[config.mk]
export PLATFORM = sky130hd
export DESIGN_NAME = afr_queue
export DESIGN_NICKNAME = d
export VERILOG_FILES = /design/src/rtl/audio_frame_ring_drop_oldest_unit_assert.svh /design/src/rtl/afr_pkg.sv /design/src/rtl/afr_queue.sv
export SDC_FILE = /design/constraint.sdc
export NUM_CORES = 1
export LEC_CHECK = 0
export BUFFER_PORTS_ARGS = -buffer_cell sky130_fd_sc_hd__buf_2
export CAP_MARGIN = 0
export CORE_AREA = 2 2 97 99
export CTS_BUF_LIST = sky130_fd_sc_hd__clkbuf_4 sky130_fd_sc_hd__clkbuf_8
export CTS_CLUSTER_DIAMETER = 100
export DETAILED_ROUTE_END_ITERATION = 10
export DIE_AREA = 0 0 99 101
export GPL_ROUTABILITY_DRIVEN = 0
export PLACE_DENSITY = 0.86
export REMOVE_ABC_BUFFERS = 1
export SKIP_CTS_REPAIR_TIMING = 1
export SYNTH_ARGS = -nofsm -noshare
export SYNTH_HDL_FRONTEND = slang
export SYNTH_SLANG_ARGS = --single-unit
export TNS_END_PERCENT = 10
[constraint.sdc]
create_clock -name clk -period 8.92 [get_ports clk]
set_input_delay 0.892 -clock clk [delete_from_list [all_inputs] [get_ports clk]]
set_output_delay 0.892 -clock clk [all_outputs]
set_load 0.02 [all_outputs]
[src/rtl/audio_frame_ring_drop_oldest_unit_assert.svh]
// Assertion macros used by the ring buffer top module.
// Each macro expects signals named clk and arst_n in the using scope.
`ifndef AUDIO_FRAME_RING_DROP_OLDEST_UNIT_ASSERT_SVH
`define AUDIO_FRAME_RING_DROP_OLDEST_UNIT_ASSERT_SVH

// Same-cycle implication.
`define AFR_ASSERT_NOW(lbl, ante, cons) \
	lbl: assert property (@(posedge clk) disable iff (!arst_n) (ante) |-> (cons)) \
		else $error("afr: same-cycle check failed");

// Implication whose consequent starts in the cycle after the antecedent.
`define AFR_ASSERT_NEXT(lbl, ante, cons) \
	lbl: assert property (@(posedge clk) disable iff (!arst_n) (ante) |=> (cons)) \
		else $error("afr: next-cycle check failed");

`endif

[src/rtl/afr_pkg.sv]
`timescale 1ns / 1ps

package afr_pkg;

	localparam int RING_FRAMES = 16384;
	localparam int POS_W       = $clog2(RING_FRAMES);
	localparam int FILL_W      = $clog2(RING_FRAMES + 1);
	localparam int WAIT_W      = 15;
	localparam int TOTAL_W     = 64;
	localparam int FRAME_W     = 32;
	localparam int QUEUE_DEPTH = 2;
	localparam int QPTR_W      = $clog2(QUEUE_DEPTH);
	localparam int QCNT_W      = $clog2(QUEUE_DEPTH + 1);
	localparam int FRAME_BYTES = 4;

	typedef logic [POS_W-1:0]   pos_t;
	typedef logic [FILL_W-1:0]  fill_t;
	typedef logic [TOTAL_W-1:0] total_t;

	typedef enum logic {
		OP_WRITE = 1'b0,
		OP_READ  = 1'b1
	} op_t;

	typedef struct packed {
		op_t                op;
		logic signed [15:0] left_in;
		logic signed [15:0] right_in;
	} cmd_t;

	typedef struct packed {
		logic signed [15:0] left_out;
		logic signed [15:0] right_out;
		logic               frame_valid;
		logic               overrun;
		logic [WAIT_W-1:0]  frames_waiting;
		total_t             bytes_written_total;
		total_t             bytes_read_total;
		total_t             loud_total;
	} result_t;

	// One classified item on its way from the front to the back.
	typedef struct packed {
		op_t                kind;
		logic               hit;
		logic               overrun;
		logic [1:0]         loud_inc;
		pos_t               addr;
		logic [FRAME_W-1:0] frame;
		fill_t              fill;
	} entry_t;

	function automatic pos_t advance(pos_t p);
		return (p == POS_W'(RING_FRAMES - 1)) ? '0 : p + POS_W'(1);
	endfunction

endpackage

[src/rtl/afr_queue.sv]
`timescale 1ns / 1ps

module afr_queue (
	input  logic            clk,
	input  logic            arst_n,
	input  logic            push,
	input  afr_pkg::entry_t push_entry,
	output logic            full,
	input  logic            pop,
	output logic            not_empty,
	output afr_pkg::entry_t head
);

	afr_pkg::entry_t                slot_q [afr_pkg::QUEUE_DEPTH];
	logic [afr_pkg::QPTR_W-1:0]     wr_ptr_q;
	logic [afr_pkg::QPTR_W-1:0]     rd_ptr_q;
	logic [afr_pkg::QCNT_W-1:0]     count_q;
	logic                           do_push;
	logic                           do_pop;

	function automatic logic [afr_pkg::QPTR_W-1:0] bump(logic [afr_pkg::QPTR_W-1:0] p);
		return (p == afr_pkg::QPTR_W'(afr_pkg::QUEUE_DEPTH - 1)) ?
			'0 : p + afr_pkg::QPTR_W'(1);
	endfunction

	assign full      = (count_q == afr_pkg::QCNT_W'(afr_pkg::QUEUE_DEPTH));
	assign not_empty = (count_q != '0);
	assign do_push   = push && !full;
	assign do_pop    = pop && not_empty;
	assign head      = slot_q[rd_ptr_q];

	always_ff @(posedge clk) begin
		if (do_push) begin
			slot_q[wr_ptr_q] <= push_entry;
		end
	end

	always_ff @(posedge clk or negedge arst_n) begin
		if (!arst_n) begin
			wr_ptr_q <= '0;
			rd_ptr_q <= '0;
			count_q  <= '0;
		end else begin
			if (do_push) begin
				wr_ptr_q <= bump(wr_ptr_q);
			end
			if (do_pop) begin
				rd_ptr_q <= bump(rd_ptr_q);
			end
			if (do_push && !do_pop) begin
				count_q <= count_q + afr_pkg::QCNT_W'(1);
			end else if (do_pop && !do_push) begin
				count_q <= count_q - afr_pkg::QCNT_W'(1);
			end
		end
	end

endmodule

==> reports/metrics.csv, run 1 <==
metric;value;unit
distinct cell type count after synthesis;16;
total count of hold-check failures in the final report;0;
Arr. time, crit path;2.16;ns
area share of the largest cell type after synthesis;0.7813;
clock tree from TritonCTS;done;
setup repair after global routing missed its margin;false;
Worst-Margin Slew;1.043;ns
row count;35;
height of the die;101;um
largest incremental delay on the critical path;1.10;ns
starting utilization of the core area;0.5652;
async set-or-reset flop fraction in the synthesized netlist;0.02941;
Pleak;2.470;nW
period utilisation layout;0.3426;
remaining number of nets flagged by the antenna check after routing;0;
Bufs on Longest Clock Path;2;
result of the run;finished, final reports clean;
R2R depth;4;
CTS Sinks;136;
synthesized flop and latch total;136;
Syn. warnings;0;
total core area;8977;sq um
count of max-cap constraint violations;0;
area of the die;9999;sq um
H-tree levels;4;
chain of cells forming the critical path;mux2_2, buf_2;
Period minus WS final;3.056;ns
wire length per cell after detailed routing;16.58;um
highest-delay cell along the critical path;sky130_fd_sc_hd__dfrtp_4;
CP max FO;67;
total negative slack for setup checks;0;ns
Required @ worst endpoint;8.03;ns
Vias/cell;5.095;
Detailed Route Iter0 Violations;111;
share of final-layout standard cells stronger than drive strength 1;0.6166;
most numerous cell types in the synthesized netlist;sky130_fd_sc_hd__edfxtp_1, sky130_fd_sc_hd__mux2_2, sky130_fd_sc_hd__mux2_4, sky130_fd_sc_hd__dfrtp_1;
library cell occupying the most area in the post-synthesis netlist;sky130_fd_sc_hd__edfxtp_1;
most frequently used cell type in the post-synthesis netlist;sky130_fd_sc_hd__edfxtp_1;
clk_lat worst skew;0.41;ns
Max-Slew Margin vs Limit;0.3045;
number of cells in the design after placement;467;
Synth Flop Type;sky130_fd_sc_hd__edfxtp_1;
post-synthesis cell count;224;
area grow syn2layout;23.95;%
Hold Crit Class;in2async;
sum of overflow across all layers after global routing;0;
detailed-placement wirelength estimate;5.297;mm
Setup crit start kind;register;
post-synthesis cell area;5074;sq um
# setup viols final;0;
via count of the first global-routing pass;2597;
synth top area cells;sky130_fd_sc_hd__edfxtp_1, sky130_fd_sc_hd__mux2_4, sky130_fd_sc_hd__mux2_2, sky130_fd_sc_hd__dfrtp_1, sky130_fd_sc_hd__buf_6;
CP Capture Type;output pin;
top-level I/O count;138;
final design utilization;0.7005;
clk_skew;0.01012;ns
antenna fix cells;0;
global-route wire length before repair;12.45;mm
highest clock frequency the design can meet;327.2;MHz
total length of routed wires;8.239;mm
initial antenna violation count;1;
number of buffers inserted by port buffering;137;
pwr/cell area;345.9;nW/um^2
portion of the post-synthesis area used by sequential elements;0.8010;
clock tree root buffer cell;sky130_fd_sc_hd__clkbuf_8;
largest net degree at the start of global routing;68;
number of detailed-route iterations in the first pass;4;
Critical Setup Path Class;reg2out;
CTS Buf Count;17;
drt drc;0;
NumNets Final;446;
average size of a mapped cell;22.65;sq um
IR drop worst, VDD;0.3199;mV
clock transition time at the flip-flop clock pins of the worst setup and hold paths;0.07;ns
via count;2532;
post-route insts no fill;497;
max-slew violations;0;
count of flip-flops with a built-in enable after synthesis;132;
all-layer global routing usage;0.1681;
Die Span X;99;um
==> sequential cells by signal (all words and copies together) (netlist names) <==
| signal | cells |
|---|---|
| slot_q | 132 |
| count_q | 2 |
| rd_ptr_q | 1 |
| wr_ptr_q | 1 |
==> kinds of logic after synthesis <==
family                     share of synthesized area
muxes                                         0.1687
adders and majority gates                   0.002466
xor gates and xnor gates                    0.008633
DFF                                           0.8010
buffers and inverters                        0.01258
and+or+nand+nor                             0.006662
==> path summary, 6_finish.rpt <==
| kind | startpoint | end | slack, ns |
|---|---|---|---|
| worst max-delay path | rd_ptr_q$_DFFE_PN0P_ | head[1] | 5.86 |
| worst min-delay path | arst_n | wr_ptr_q$_DFFE_PN0P_ | 0.27 |
| worst max register to register | count_q[0]$_DFFE_PN0P_ | slot_q[0][40]$_DFFE_PP_ | 6.53 |
| worst min register to register | count_q[1]$_DFFE_PN0P_ | count_q[1]$_DFFE_PN0P_ | 0.51 |
| max in group asynchronous | arst_n | rd_ptr_q$_DFFE_PN0P_ | 8.51 |
| min in group clk | count_q[1]$_DFFE_PN0P_ | count_q[1]$_DFFE_PN0P_ | 0.51 |
==> per-stage QoR <==
step | power [mW] | hold WS (ns) | setup slack (ns) | area, sq um
floorplan | 1.474 | 0.4559 | 4.690 | 5017
global placement | 1.657 | 0.4738 | 6.160 | 5869
detailed placement | 1.678 | 0.5058 | 6.122 | 5869
CTS | 2.205 | 0.2521 | 5.837 | 6289
global route | 2.277 | 0.2476 | 5.743 | 6289
finish | 2.175 | 0.2732 | 5.864 | 6289
==> area by class of cell <==
type / count / area [sq um]
Inverter: 2 / 7.507
Clock inverter: 12 / 177.7
Clock buffer: 18 / 241.5
Multi-Input combinational cell: 79 / 954.7
Timing Repair Buffer: 139 / 700.7
Fill cell: 579 / 2689
Tap cell: 111 / 138.9
Sequential cell: 136 / 4068
==> layout by cell type, fill, tap and decap left out <==
| master | instances |
|---|---|
| sky130_fd_sc_hd__clkinvlp_4 | 3 |
| sky130_fd_sc_hd__dfrtp_1 | 3 |
| sky130_fd_sc_hd__buf_4 | 2 |
| sky130_fd_sc_hd__inv_6 | 1 |
| sky130_fd_sc_hd__nor2_4 | 1 |
| sky130_fd_sc_hd__inv_1 | 2 |
| sky130_fd_sc_hd__or2_2 | 1 |
| sky130_fd_sc_hd__mux2_4 | 30 |
| sky130_fd_sc_hd__nor2_1 | 1 |
| sky130_fd_sc_hd__edfxtp_1 | 132 |
| sky130_fd_sc_hd__ha_1 | 1 |
| sky130_fd_sc_hd__mux2_2 | 36 |
| sky130_fd_sc_hd__clkbuf_4 | 1 |
| sky130_fd_sc_hd__clkinv_4 | 2 |
| sky130_fd_sc_hd__clkbuf_8 | 17 |
| sky130_fd_sc_hd__buf_2 | 137 |
| sky130_fd_sc_hd__xnor2_1 | 3 |
| sky130_fd_sc_hd__nand2_1 | 2 |
| sky130_fd_sc_hd__clkinv_2 | 1 |
| sky130_fd_sc_hd__bufinv_16 | 4 |
| sky130_fd_sc_hd__nand2b_1 | 1 |
| sky130_fd_sc_hd__clkinv_1 | 1 |
| sky130_fd_sc_hd__dfrtp_4 | 1 |
| sky130_fd_sc_hd__xor2_1 | 2 |
| sky130_fd_sc_hd__and3_2 | 1 |
==> critical path: cells and delay by family (launching register included) <==
kind,cells,cell delay [ns]
buffers and inverters,1,0.16
DFF,1,1.10
muxes,1,0.43
==> power by group <==
| group | total (mW) | internal, mW | leakage (nW) | switching [mW] |
|---|---|---|---|---|
| Clock | 0.526 | 0.305 | 0.202 | 0.221 |
| Sequential | 0.981 | 0.875 | 1.27 | 0.106 |
| Combinational | 0.668 | 0.307 | 0.996 | 0.361 |
==> metal layers <==
metal / GRT usage / part of all wire
met5: 0 / 0.0016
met4: 0.06639 / 0.014
met3: 0.06103 / 0.073
met2: 0.2869 / 0.53
met1: 0.1945 / 0.38
(Power assumes the default switching activity.)
==> run 2, diff against run 1 <==
- CORE_AREA: 2 2 97 99 -> 2 2 105 107
- DIE_AREA: 0 0 99 101 -> 0 0 107 109
- PLACE_DENSITY: 0.86 -> 0.77
- clock period: 8.92 -> 2.7 ns (I/O delays scaled with it)
==> reports/metrics.csv, run 2 (same netlist as run 1, synthesis figures left out) <==
metric;value;unit;change
# setup viols final;0;;unchanged
final non-filler cell area;6346;sq um;+0.92%
crit-path leading delay family;flip-flops;;
highest clock frequency the design can meet;436.3;MHz;
initial antenna violation count;1;;unchanged
via count;2511;;-0.83%
count of max-cap constraint violations;0;;unchanged
highest-delay cell along the critical path;sky130_fd_sc_hd__dfrtp_4;;
CTS Buf Count;17;;unchanged
Setup crit start kind;register;;
NumNets Final;449;;+0.67%
number of buffers inserted by port buffering;137;;unchanged
wire length per cell after detailed routing;15.09;um;-9.0%
largest incremental delay on the critical path;0.73;ns;-0.37 ns
IR drop worst, VDD;0.6092;mV;+90%
register bank with the most flops;slot_q;;
Bufs on Longest Clock Path;2;;unchanged
total length of routed wires;7.981;mm;-3.1%
launching point of the worst reg2reg path;count_q[0]$_DFFE_PN0P_;;
Arr. time, crit path;2.02;ns;-0.14 ns
Sequential Power Share;0.439;;-0.012
largest net degree at the start of global routing;38;;-44%
commonest non-fill, non-tap cell in the layout;sky130_fd_sc_hd__buf_2;;
number of instances on the worst hold path;1;;
Pleak;2.489;nW;+0.78%
placed standard-cell area;5949;sq um;+1.4%
sum of overflow across all layers after global routing;0;;unchanged
clk_skew;0.004154;ns;-0.005965 ns
share of final-layout standard cells stronger than drive strength 1;0.6170;;about the same
row count;38;;+8.6%
clk_lat worst skew;0.42;ns;about the same
global-route wire length before repair;12.19;mm;-2.1%
number of detailed-route iterations in the first pass;4;;unchanged
final design utilization;0.5985;;-0.1020
total core area;10600;sq um;+18%
result of the run;finished, final reports clean;;
Max-Slew Margin vs Limit;0.6763;;+0.3718
internal power;4.863;mW;+230%
Vias/cell;4.747;;-6.8%
total count of hold-check failures in the final report;0;;unchanged
buffers plus inverters on the worst setup path;2;;+1
height of the die;109;um;+7.9%
Clock power frac;0.227;;-0.015
Period minus WS final;2.292;ns;
detailed-placement wirelength estimate;5.304;mm;+0.14%
CP Capture Type;output pin;;
clock tree root buffer cell;sky130_fd_sc_hd__clkbuf_8;;
register-to-register setup slack;0.98;ns;-5.55 ns
clock transition time at the flip-flop clock pins of the worst setup and hold paths;0.07;ns;about the same
Die Span X;107;um;+8.1%
Worst-Margin Slew;0.4855;ns;-0.5577 ns
total of fill cells in the finished design;807;;+39%
most frequent cells in the layout;sky130_fd_sc_hd__buf_2, sky130_fd_sc_hd__edfxtp_1, sky130_fd_sc_hd__mux2_2;;
chain of cells forming the critical path;buf_12, mux2_2, buf_2;;
max-slew violations;0;;unchanged
top-level I/O count;138;;unchanged
clock tree from TritonCTS;done;;
Critical Setup Path Class;reg2out;;
Logic pwr share;0.334;;+0.027
R2R depth;3;;-1
switching fraction of total power;0.3140;;-0.002395
Setup WS post-layout;0.4079;ns;-5.456 ns
period utilisation layout;0.8489;;
area of the die;11660;sq um;+17%
Hold Crit Class;in2reg;;
CTS Sinks;136;;unchanged
CP max FO;37;;-45%
Detailed Route Iter0 Violations;70;;-37%
Place WS;0.8146;ns;-5.307 ns
H-tree levels;4;;unchanged
Required @ worst endpoint;2.43;ns;-5.60 ns
starting utilization of the core area;0.4785;;-0.08663
via count of the first global-routing pass;2566;;-1.2%
max reg flops;132;;unchanged
HP Start;push_entry[53];;
total power consumption of the routed design;7.088;mW;+230%
drt drc;0;;unchanged
capture instance of the worst register-to-register path;slot_q[1][44]$_DFFE_PP_;;
antenna fix cells;0;;unchanged
area grow syn2layout;25.08;%;
remaining number of nets flagged by the antenna check after routing;0;;unchanged
all-layer global routing usage;0.1418;;-0.02629
setup repair after global routing missed its margin;false;;
pwr/cell area;1117;nW/um^2;+220%
largest registers ranked by flip-flop count;slot_q x132, count_q x2;;
end of the worst hold path;slot_q[0][53]$_DFFE_PP_;;
net switching power;2.226;mW;+220%
run 2: cell count changes in the layout (fill, tap and decap cells not counted), sizes merged:
cell         before  now
clkinvlp          3    1
buf             139  141
clkbuf           18   20
inv               3    2
clkinv            4    6
dlygate4sd3       0    1
bufinv            4    3
run 2: final cells by class:
type | count | area [sq um] | share of cell area
Clock buffer | 20 | 256.5 | 0.04042
Clock inverter | 10 | 130.1 | 0.02050
Inverter | 2 | 7.507 | 0.001183
Multi-Input combinational cell | 79 | 958.4 | 0.1510
Sequential cell | 136 | 4068 | 0.6410
Tap cell | 140 | 175.2 | 0.02760
Timing Repair Buffer | 142 | 750.7 | 0.1183
run 2: worst max-delay path by stage:
| stage | cells past startpoint | end | slack [ns] | start |
|---|---|---|---|---|
| 2_1_floorplan | 3 | slot_q[0][0]$_DFFE_PP_ | -1.17 | count_q[0]$_DFFE_PN0P_ |
| 3_3_place_gp | 3 | head[63] | 0.84 | rd_ptr_q$_DFFE_PN0P_ |
| 3_5_place_dp | 3 | head[4] | 0.81 | rd_ptr_q$_DFFE_PN0P_ |
| 4_1_cts | 3 | head[4] | 0.34 | rd_ptr_q$_DFFE_PN0P_ |
| 5_1_grt | 3 | head[49] | 0.28 | rd_ptr_q$_DFFE_PN0P_ |
| 6_report | 3 | head[4] | 0.41 | rd_ptr_q$_DFFE_PN0P_ |
run 2: power by group through the flow:
stage	clock network [mW]	registers (mW)	logic, mW
after floorplan	0	3.22	1.65
after global placement	0	3.14	2.39
after detailed placement	0	3.16	2.41
after CTS	1.66	3.12	2.42
after global routing	1.74	3.16	2.54
final	1.61	3.11	2.37
run 2: layer usage:
layer / wire [um] / vias up / track usage
li1: - / 1185 / -
met1: 3190 / 1225 / 0.1606
met2: 4088 / 89 / 0.2407
met3: 590 / 10 / 0.06216
met4: 97 / 2 / 0.05009
met5: 13 / - / 0
run 2: per-stage QoR:
step	hold slack, ns	setup TNS (ns)	std cells
after global placement	0.07658	0	498
after detailed placement	0.08135	0	498
after floorplan	-0.02559	-81.27	217
after CTS	-0.3799	0	528
final	0.03611	0	529
after global routing	0.0006560	0	529
