<file path="config.mk">
export PLATFORM = sky130hd
export DESIGN_NAME = afr_front
export DESIGN_NICKNAME = d
export VERILOG_FILES = /design/src/rtl/audio_frame_ring_drop_oldest_unit_assert.svh /design/src/rtl/afr_pkg.sv /design/src/rtl/afr_front.sv
export SDC_FILE = /design/constraint.sdc
export NUM_CORES = 1
export LEC_CHECK = 0
export ABC_AREA = 1
export BUFFER_PORTS_ARGS = -buffer_cell sky130_fd_sc_hd__buf_2
export CAP_MARGIN = 20
export CORE_MARGIN = 4
export CORE_UTILIZATION = 58
export DETAILED_ROUTE_END_ITERATION = 8
export PLACE_DENSITY_LB_ADDON = 0.15
export SYNTH_ARGS = -nofsm -noshare
export SYNTH_HDL_FRONTEND = slang
export SYNTH_SLANG_ARGS = --single-unit
</file>
<file path="constraint.sdc">
create_clock -name clk -period 2.9 [get_ports clk]
set_input_delay 0.58 -clock clk [delete_from_list [all_inputs] [get_ports clk]]
set_output_delay 0.58 -clock clk [all_outputs]
set_load 0.02 [all_outputs]
</file>
<file path="src/rtl/audio_frame_ring_drop_oldest_unit_assert.svh">
// Assertion macros used by the ring buffer top module.
// Each macro expects signals named clk and arst_n in the using scope.
`ifndef AUDIO_FRAME_RING_DROP_OLDEST_UNIT_ASSERT_SVH
`define AUDIO_FRAME_RING_DROP_OLDEST_UNIT_ASSERT_SVH

// Same-cycle implication.
`define AFR_ASSERT_NOW(lbl, ante, cons) \
	lbl: assert property (@(posedge clk) disable iff (!arst_n) (ante) |-> (cons)) \
		else $error("afr: same-cycle check failed");

// Implication whose consequent starts in the cycle after the antecedent.
`define AFR_ASSERT_NEXT(lbl, ante, cons) \
	lbl: assert property (@(posedge clk) disable iff (!arst_n) (ante) |=> (cons)) \
		else $error("afr: next-cycle check failed");

`endif

</file>
<file path="src/rtl/afr_pkg.sv">
`timescale 1ns / 1ps

package afr_pkg;

	localparam int RING_FRAMES = 16384;
	localparam int POS_W       = $clog2(RING_FRAMES);
	localparam int FILL_W      = $clog2(RING_FRAMES + 1);
	localparam int WAIT_W      = 15;
	localparam int TOTAL_W     = 64;
	localparam int FRAME_W     = 32;
	localparam int QUEUE_DEPTH = 2;
	localparam int QPTR_W      = $clog2(QUEUE_DEPTH);
	localparam int QCNT_W      = $clog2(QUEUE_DEPTH + 1);
	localparam int FRAME_BYTES = 4;

	typedef logic [POS_W-1:0]   pos_t;
	typedef logic [FILL_W-1:0]  fill_t;
	typedef logic [TOTAL_W-1:0] total_t;

	typedef enum logic {
		OP_WRITE = 1'b0,
		OP_READ  = 1'b1
	} op_t;

	typedef struct packed {
		op_t                op;
		logic signed [15:0] left_in;
		logic signed [15:0] right_in;
	} cmd_t;

	typedef struct packed {
		logic signed [15:0] left_out;
		logic signed [15:0] right_out;
		logic               frame_valid;
		logic               overrun;
		logic [WAIT_W-1:0]  frames_waiting;
		total_t             bytes_written_total;
		total_t             bytes_read_total;
		total_t             loud_total;
	} result_t;

	// One classified item on its way from the front to the back.
	typedef struct packed {
		op_t                kind;
		logic               hit;
		logic               overrun;
		logic [1:0]         loud_inc;
		pos_t               addr;
		logic [FRAME_W-1:0] frame;
		fill_t              fill;
	} entry_t;

	function automatic pos_t advance(pos_t p);
		return (p == POS_W'(RING_FRAMES - 1)) ? '0 : p + POS_W'(1);
	endfunction

endpackage

</file>
<file path="src/rtl/afr_front.sv">
`timescale 1ns / 1ps

module afr_front (
	input  logic            clk,
	input  logic            arst_n,
	input  logic            start,
	input  afr_pkg::cmd_t   cmd,
	output logic            busy,
	input  logic            queue_full,
	output logic            push,
	output afr_pkg::entry_t push_entry
);

	afr_pkg::pos_t  wr_pos_q;
	afr_pkg::pos_t  rd_pos_q;
	afr_pkg::fill_t fill_q;
	afr_pkg::pos_t  wr_pos_d;
	afr_pkg::pos_t  rd_pos_d;
	afr_pkg::fill_t fill_d;
	logic           ring_full;

	assign busy      = queue_full;
	assign push      = start && !queue_full;
	assign ring_full = (fill_q == afr_pkg::FILL_W'(afr_pkg::RING_FRAMES));

	// Ring positions and the fill level are settled here, so the back end
	// only has to carry out the memory access and keep the totals.
	always_comb begin
		wr_pos_d            = wr_pos_q;
		rd_pos_d            = rd_pos_q;
		fill_d              = fill_q;
		push_entry.kind     = cmd.op;
		push_entry.hit      = 1'b0;
		push_entry.overrun  = 1'b0;
		push_entry.loud_inc = {1'b0, cmd.left_in != '0} + {1'b0, cmd.right_in != '0};
		push_entry.addr     = rd_pos_q;
		push_entry.frame    = {cmd.right_in, cmd.left_in};
		unique case (cmd.op)
			afr_pkg::OP_WRITE: begin
				push_entry.addr = wr_pos_q;
				wr_pos_d        = afr_pkg::advance(wr_pos_q);
				if (ring_full) begin
					// The oldest frame is dropped; the level stays at capacity.
					rd_pos_d           = afr_pkg::advance(rd_pos_q);
					push_entry.overrun = 1'b1;
				end else begin
					fill_d = fill_q + afr_pkg::FILL_W'(1);
				end
			end
			afr_pkg::OP_READ: begin
				if (fill_q != '0) begin
					push_entry.hit = 1'b1;
					rd_pos_d       = afr_pkg::advance(rd_pos_q);
					fill_d         = fill_q - afr_pkg::FILL_W'(1);
				end
			end
			default: begin
			end
		endcase
		push_entry.fill = fill_d;
	end

	always_ff @(posedge clk or negedge arst_n) begin
		if (!arst_n) begin
			wr_pos_q <= '0;
			rd_pos_q <= '0;
			fill_q   <= '0;
		end else if (push) begin
			wr_pos_q <= wr_pos_d;
			rd_pos_q <= rd_pos_d;
			fill_q   <= fill_d;
		end
	end

endmodule

</file>
==> impl_metrics.ini, run 1 <==
[clock_tree]
numClockSinks = 43
htreeDepth = 2
path_clk_slew_ns = 0.09
cts_hold_buf = 0
clkLatencyLatePin_ns = 0.30
cts_buffers = 5
cts_root_buffer = clkbuf_8
postCtsResizedCells = 0
cts_buffer_depth = 2
tritoncts = done
post_cts_buffers = 0

[global_routing]
grt_pass1_vias = 3451
antenna_found_initial = 0
grt_max_degree = 44
overflow = 0
grt_usage_pct = 24.6
grt_pass1_wl_um = 15600

[setup_path]
worstPathMaxFanout = 5
worstPathCellList = inv_1 > ha_1 > nand2_4 > nor2_8 > nand4_1 > or2_0 > nand2_1 > buf_2
crit_slowest_cell = dfrtp_1
crit_path_start = fill_q[0]
critPathRequiredTime_ns = 2.32
r2r-start = fill_q[0]
cp-start-kind = flop
worst-path-buf-inv = 2
reg2regPathDepth = 12
path_delay_family = simple AND/OR/NAND/NOR gates
reg2reg_slack_ns = 1.04
critPathKind = reg2out
worst-path-stages = 8
cp-end-kind = output pin
slowest_delay_ns = 0.44
crit_arrival_ns = 2.00
crit_end = push_entry[1]
r2r_end = rd_pos_q[12]

[timing]
fin_crit_sh_pct = 89.0
grt_setup_unrepaired = false
tightest_slew_ns = 0.988
maxSlewViolCount = 0
hold_viol = 0
slew-limit-headroom_pct = 34.1
layout_min_cycle_time_ns = 2.58
fmax_ghz = 0.387
finalSetupTns_ns = 0
fin_skew_ns = 0.00934
setup_slack_ns = 0.319
setup_viol = 0

[flow_run]
drv_cap = 0

[routing]
ant_nets = 0
drc = 0
firstDrtPassIters = 5
via_count = 3708
wl_um = 9350
viasPerCell = 5.27
drtIter0Drc = 171
wl_per_cell_um = 13.3

[logic_synthesis]
post_synth.cell_area_avg_um2 = 6.69
synth_simple_gate_area_share_pct = 41.3
syn-num-nets = 608
synthArstFlopShare_pct = 100
synth_ff_type = dfrtp_1
synth_xor_area_share_pct = 6.72
synth_area_um2 = 3780
synth_top_family_by_area = simple AND/OR/NAND/NOR gates
yosysSeqAreaShare_pct = 28.5
synth_edf_count = 0
ys.warnings.count = 0
synth_area_leaders = dfrtp_1 (28%), nand2_1 (19%), buf_4 (6.8%)
synth_mux_area_share_pct = 0
synth_top_area_cell = dfrtp_1
synth-compound-area-share_pct = 6.13
syn_inst = 565
synth_fa_ha_area_share_pct = 1.99
synth_seq_cells = 43
synth_cell_types = 38
synth_top_area_share_pct = 28.5

[floorplan]
fp-row-count = 29
dieArea_um2 = 7870
die_w_um = 88.7
initial_core_util_pct = 59.5
io_pins = 105
fp.dieH_um = 88.7
coreArea_um2 = 6350

[final_layout]
syn2layout_area_growth_pct = 9.50
fill_cells = 602
drive_gt1_share_pct = 22.5
fin_nets = 670
multiInputGateArea_um2 = 2120
n_antenna_cell = 0
seq_area_um2 = 1080
instances_no_fill = 704
final_util_pct = 65.2

[place]
gp_congestion = 0.911
dp_hpwl_um = 7150
io_buffers = 104
placedCellCount = 697
dp_slack_ns = 0.640

[power]
report.power.total_mw = 3.31
powerDensity_nw_per_um2 = 800
peakVddDrop_v = 0.000542
leakagePower_nw = 2.16

[hold_path]
hp-class = in2async

[run_status]
status = finished clean
-- cell usage after synthesis (all sizes together) (2+ instances only) --
cell type,n
dfrtp,43
nor3,10
buf,44
xnor2,3
nand4,15
xor2,26
clkbuf,7
nor2,63
inv,52
o21ai,40
ha,6
or2,2
nand2,196
nand3,44
nor4,8
-- area by class of cell --
type                            instances  share of cell area [%]
Timing Repair Buffer                  106                    12.9
Inverter                               53                    4.87
Multi-Input combinational cell        418                    51.3
Sequential cell                        43                    26.0
Tap cell                               77                    2.33
Clock inverter                          2                   0.907
Clock buffer                            5                    1.66
-- cell usage in the layout, fill, tap and decap left out, types with 2 or more instances in the layout --
master / n
nand3_1: 42
nand2_1: 188
o21ai_1: 4
nor4_1: 8
nand2_4: 4
inv_1: 50
nand4_1: 15
dfrtp_1: 43
buf_4: 2
buf_2: 104
nor2_2: 5
nor2_8: 2
nor3_1: 8
xor2_1: 26
nor3_2: 2
clkbuf_8: 5
ha_1: 6
o21ai_0: 33
nor2_1: 53
o21ai_2: 3
xnor2_1: 3
nor2_4: 3
nand2_2: 3
-- registers in the layout, summed over array words and instances (netlist names) --
signal and cells:
fill_q 15, rd_pos_q 14, wr_pos_q 14
-- how the worst min path moves through the flow --
stage,start,end,slack (ns),cells after the start
3_5_place_dp,rd_pos_q[6],rd_pos_q[6],0.49,2
5_1_grt,arst_n,fill_q[2],0.52,1
6_report,arst_n,fill_q[3],0.42,1
4_1_cts,arst_n,fill_q[13],0.48,1
3_3_place_gp,rd_pos_q[6],rd_pos_q[6],0.47,2
2_1_floorplan,arst_n,fill_q[0],0.28,0
-- kinds of logic after synthesis --
group,after synthesis
and+or+nand+nor,340
buffers and inverters,104
AOI/OAI and AO/OA,43
DFF,43
xor gates and xnor gates,29
adders and majority gates,6
-- routing by layer --
layer	GRT usage [%]	up-vias	wire length (um)
met5	0	-	0
met4	4.95	0	99
met3	4.28	12	550
met2	42.9	112	4760
met1	31.9	1706	3940
li1	-	1878	-
-- power by group --
group          switching, mW  total [mW]  internal, mW
clock                  0.229       0.482         0.252
combinational           1.17        1.78         0.610
sequential             0.287        1.05         0.766
total                   1.68        3.31          1.63
-- metrics by stage --
| stage | area [um2] | hold WS [ns] |
|---|---|---|
| CTS | 4140 | 0.479 |
| detailed placement | 4030 | 0.487 |
| global placement | 4030 | 0.471 |
| floorplan | 3780 | 0.284 |
| global route | 4140 | 0.520 |
| finish | 4140 | 0.423 |
No activity file was read; power rests on OpenSTA's default activity.
==> inputs of run 2 (changes only) <==
--- a/config.mk
+++ b/config.mk
@@ -7,5 +7,5 @@
 export LEC_CHECK = 0
 export ABC_AREA = 1
-export BUFFER_PORTS_ARGS = -buffer_cell sky130_fd_sc_hd__buf_2
+export BUFFER_PORTS_ARGS = -buffer_cell sky130_fd_sc_hd__buf_4
 export CAP_MARGIN = 20
 export CORE_MARGIN = 4
==> constraint.sdc (replaced) <==
create_clock -name clk -period 2.9 [get_ports clk]
set_input_delay 0.58 -clock clk [delete_from_list [all_inputs] [get_ports clk]]
set_output_delay 0.58 -clock clk [all_outputs]
set_load 0.1 [all_outputs]
==> run 2 against run 1 <==
First-iteration DRC count grew 17%. Power up 43%. Core utilization up 4.7 points. Non-clock buffer count down 1. Largest cell class unchanged.
==> impl_metrics.ini, run 2 (synthesized netlist as in run 1, its figures left out) <==
[timing]
maxSlewViolCount = 0
hold_viol = 0
slew-limit-headroom_pct = 62.3
fin_skew_ns = 0.00497
whs_ns = 0.238
fmax_ghz = 0.367
grt_setup_unrepaired = false
tightest_slew_ns = 0.565
fin_crit_sh_pct = 93.9
layout_min_cycle_time_ns = 2.72
setup_viol = 0

[place]
dp_hpwl_um = 7560
io_buffers = 104
gp_congestion = 0.903
dpl-instance-area_um2 = 4300

[setup_path]
cp-end-kind = output pin
critPathRequiredTime_ns = 2.32
worstPathMaxFanout = 5
crit_path_start = fill_q[0]
critPathKind = reg2out
reg2reg_slack_ns = 1.02
cp-start-kind = flop
r2r-start = fill_q[0]
crit_arrival_ns = 2.14

[routing]
firstDrtPassIters = 5
ant_nets = 0
drtIter0Drc = 200
drc = 0
wl_per_cell_um = 13.9
wl_um = 9800
via_count = 3678
viasPerCell = 5.22

[power]
peakVddDrop_v = 0.000842
p_sw_mw = 2.90
internal-power_mw = 1.85
powerDensity_nw_per_um2 = 1070
pwr-share-comb_pct = 65.9
clockPowerShare_pct = 12.1
p_sw_share_pct = 61.1
pwr-share-seq_pct = 22.0
leakagePower_nw = 2.25

[clock_tree]
cts_hold_buf = 0
clkLatencyLatePin_ns = 0.31
cts_root_buffer = clkbuf_8
tritoncts = done
cts_buffer_depth = 2
cts_buffers = 5
htreeDepth = 2
numClockSinks = 43
post_cts_buffers = 0
postCtsResizedCells = 0
path_clk_slew_ns = 0.09

[global_routing]
grt_max_degree = 44
grt_usage_pct = 25.5
overflow = 0
grt_pass1_wl_um = 16100
antenna_found_initial = 0
grt_pass1_vias = 3575

[final_layout]
final_cell_mix = nand2_1 (187), buf_4 (105), nor2_1 (53)
fin_area_um2 = 4430
fin_nets = 669
top_register = fill_q
final_util_pct = 69.8
mostFrequentLayoutCell = nand2_1
largest_reg_flops = 15
syn2layout_area_growth_pct = 17.4
fill_cells = 570
n_antenna_cell = 0
drive_gt1_share_pct = 23.1
largest_registers = fill_q x15, rd_pos_q x14, wr_pos_q x14

[floorplan]
coreArea_um2 = 6350
die_w_um = 88.7
io_pins = 105
fp.dieH_um = 88.7
dieArea_um2 = 7870
initial_core_util_pct = 59.5
fp-row-count = 29

[run_status]
status = finished clean

[hold_path]
hp-class = in2async

[flow_run]
drv_cap = 0
-- run 2: cell type report --
cell class | count | area (um2) | share of cell area, %
multi-input combinational | 418 | 2140 | 48.3
inverter | 53 | 201 | 4.54
clock inverter | 2 | 60.1 | 1.35
tap | 77 | 96.3 | 2.17
sequential | 43 | 1080 | 24.3
clock buffer | 6 | 72.6 | 1.64
timing repair buffer | 105 | 788 | 17.8
-- run 2: critical path, stage by stage, from the launching register on --
cell and delay [ns]:
dfrtp_1 0.44, inv_1 0.15, ha_1 0.24, nand2_4 0.10, nor2_8 0.16, nand4_1 0.13, or2_0 0.23, nand2_1 0.09
buf_4 0.29
-- run 2: final timing paths --
path,to,depth (start not counted)
worst max register to register,rd_pos_q[7],11
min in group clk,rd_pos_q[6],2
worst max-delay path,push_entry[1],8
worst min register to register,rd_pos_q[6],2
max in group asynchronous,wr_pos_q[9],1
worst min-delay path,fill_q[1],1
-- run 2: power groups by stage --
stage	Combinational, mW	Sequential [mW]	Clock (mW)
finish	3.13	1.05	0.575
global route	3.35	1.08	0.607
CTS	3.13	1.04	0.581
detailed placement	3.12	1.06	0
global placement	3.07	1.05	0
floorplan	2.70	0.932	0
-- run 2: stage by stage --
| step | power [mW] | cells | setup slack (ns) | setup TNS [ns] |
|---|---|---|---|---|
| after floorplan | 3.64 | 565 | -0.739 | -6.78 |
| after global placement | 4.12 | 696 | 0.395 | 0 |
| after detailed placement | 4.17 | 696 | 0.373 | 0 |
| after CTS | 4.75 | 704 | 0.148 | 0 |
| after global routing | 5.03 | 704 | 0.00304 | 0 |
| final | 4.75 | 704 | 0.177 | 0 |
-- run 2: per-layer routing --
layer | up-vias | part of all wire [%] | GRT usage, %
met2 | 78 | 52 | 44.9
met4 | 0 | 1.7 | 7.42
met5 | - | 0 | 0
li1 | 1877 | - | -
met1 | 1707 | 42 | 31.5
met3 | 16 | 4.3 | 4.66
==> inputs of run 3 (changes only) <==
Settings changed: GPL_TIMING_DRIVEN set to 0.
==> run 3 against run 2 <==
Non-clock buffer count up 49. Critical path type unchanged. Cell area grew 8.0%. Critical path depth is 1 higher.
==> impl_metrics.ini, run 3 (synthesized netlist as in run 1, its figures left out) <==
[final_layout]
n_antenna_cell = 0
top_register = fill_q
fin_nets = 718
mostFrequentLayoutCell = nand2_1
drive_gt1_share_pct = 27.7
final_cell_mix = nand2_1 (187), buf_4 (127), nor2_1 (53)
largest_reg_flops = 15
final_util_pct = 75.4
fin_area_um2 = 4790
largest_registers = fill_q x15, rd_pos_q x14, wr_pos_q x14
fill_cells = 517
syn2layout_area_growth_pct = 26.8

[floorplan]
fp-row-count = 29
initial_core_util_pct = 59.5
coreArea_um2 = 6350
io_pins = 105
die_w_um = 88.7
dieArea_um2 = 7870
fp.dieH_um = 88.7

[setup_path]
crit_slowest_cell = dfrtp_1
slowest_delay_ns = 0.44
worst-path-buf-inv = 3
path_delay_family = buffers and inverters
cp-start-kind = flop
crit_arrival_ns = 2.19
worstPathCellList = inv_1 > ha_1 > nand2_4 > nor2_8 > nand2_4 > clkbuf_4 > nand3_1 > nand2_1 > buf_6
cp-end-kind = output pin
worstPathMaxFanout = 10
reg2regPathDepth = 10
worst-path-stages = 9
timing.critical_path.mode_cell = nand2_4
critPathRequiredTime_ns = 2.32
critPathKind = reg2out

[routing]
met1Wirelength_um = 4010
wl_per_cell_um = 13.9
viasPerCell = 5.29
met2_length_um = 5620
top_layer_used = met4
ant_nets = 0
firstDrtPassIters = 5
via_count = 3980
drtIter0Drc = 186
wl_met3_um = 586
drc = 0
wl_um = 10400

[power]
peakVddDrop_v = 0.000955
report.power.total_mw = 4.75
powerDensity_nw_per_um2 = 992
leakagePower_nw = 2.45

[timing]
fin_skew_ns = 0.0129
tightest_slew_ns = 0.596
fin_crit_sh_pct = 95.5
layout_min_cycle_time_ns = 2.77
slew-limit-headroom_pct = 60.3
fmax_ghz = 0.361
hold_viol = 0
grt_setup_unrepaired = false
setup_viol = 0
finalSetupTns_ns = 0
maxSlewViolCount = 0

[global_routing]
grt_pass1_vias = 3807
grt_max_degree = 44
grt_pass1_wl_um = 16800
antenna_found_initial = 0
grt_usage_pct = 27.0
overflow = 0

[place]
dpl-instance-area_um2 = 4670
gp_congestion = 0.908
dp_hpwl_um = 8240
io_buffers = 103

[clock_tree]
numClockSinks = 43
tritoncts = done
cts_buffers = 5
cts_root_buffer = clkbuf_8
cts_buffer_depth = 2
cts_hold_buf = 0
htreeDepth = 2
path_clk_slew_ns = 0.09
clkLatencyLatePin_ns = 0.30

[flow_run]
drv_cap = 0

[run_status]
status = finished clean

[hold_path]
hp-class = in2async
==> run 3: changes by cell type in the layout (fill, tap and decap cells not counted), sizes merged <==
| cell | before | now |
|---|---|---|
| buf | 105 | 146 |
| bufinv | 2 | 0 |
| clkbuf | 6 | 14 |
| clkinv | 1 | 2 |
| clkinvlp | 0 | 1 |
==> run 3: final timing paths <==
path | start | end | slack [ns]
min in group clk | rd_pos_q[6] | rd_pos_q[6] | 0.51
setup reg to reg | fill_q[0] | fill_q[12] | 0.97
setup / recovery | fill_q[0] | push_entry[12] | 0.13
hold reg to reg | rd_pos_q[6] | rd_pos_q[6] | 0.51
max in group asynchronous | arst_n | fill_q[12] | 2.25
hold / removal | arst_n | fill_q[0] | 0.25
==> run 3: area by class of cell <==
cell class                 count  area, um2  area share (%)
multi-input combinational    418       2140            44.7
timing repair buffer         103        811            16.9
clock buffer                   6       72.6            1.51
clock inverter                 2       12.5           0.261
inverter                      53        201            4.20
sequential                    43       1080            22.5
buffer                        51        382            7.97
tap                           77       96.3            2.01
==> run 3: where the power goes <==
part           internal [mW]  total [mW]  switching (mW)
Clock                  0.169       0.386           0.218
Combinational          0.882        3.38            2.50
Sequential             0.767       0.982           0.215
==> run 3: repair_timing <==
| item | in CTS | in global routing |
|---|---|---|
| resized for setup | 0 | 11 |
| endpoints found under the setup margin | 0 | 10 |
| buffers inserted | 0 | 0 |
==> run 3: worst register-to-register path: cells and delay by family (launching register included) <==
kind / cells / cell delay [ns]
adders and majority gates: 1 / 0.25
DFF: 1 / 0.45
buffers and inverters: 2 / 0.36
and+or+nand+nor: 7 / 0.77
==> run 3: through the flow <==
step | hold slack [ns] | instances | setup WS (ns)
finish | 0.248 | 753 | 0.129
global route | 0.302 | 753 | 0.0308
CTS | 0.278 | 753 | 0.0781
detailed placement | 0.490 | 745 | 0.425
global placement | 0.471 | 745 | 0.423
floorplan | 0.284 | 565 | -0.739
==> run 3: routing by layer <==
| layer | track usage, % | vias up |
|---|---|---|
| met5 | 0 | - |
| met4 | 11.1 | 0 |
| met3 | 3.45 | 26 |
| met2 | 48.2 | 140 |
| met1 | 32.4 | 1833 |
| li1 | - | 1981 |
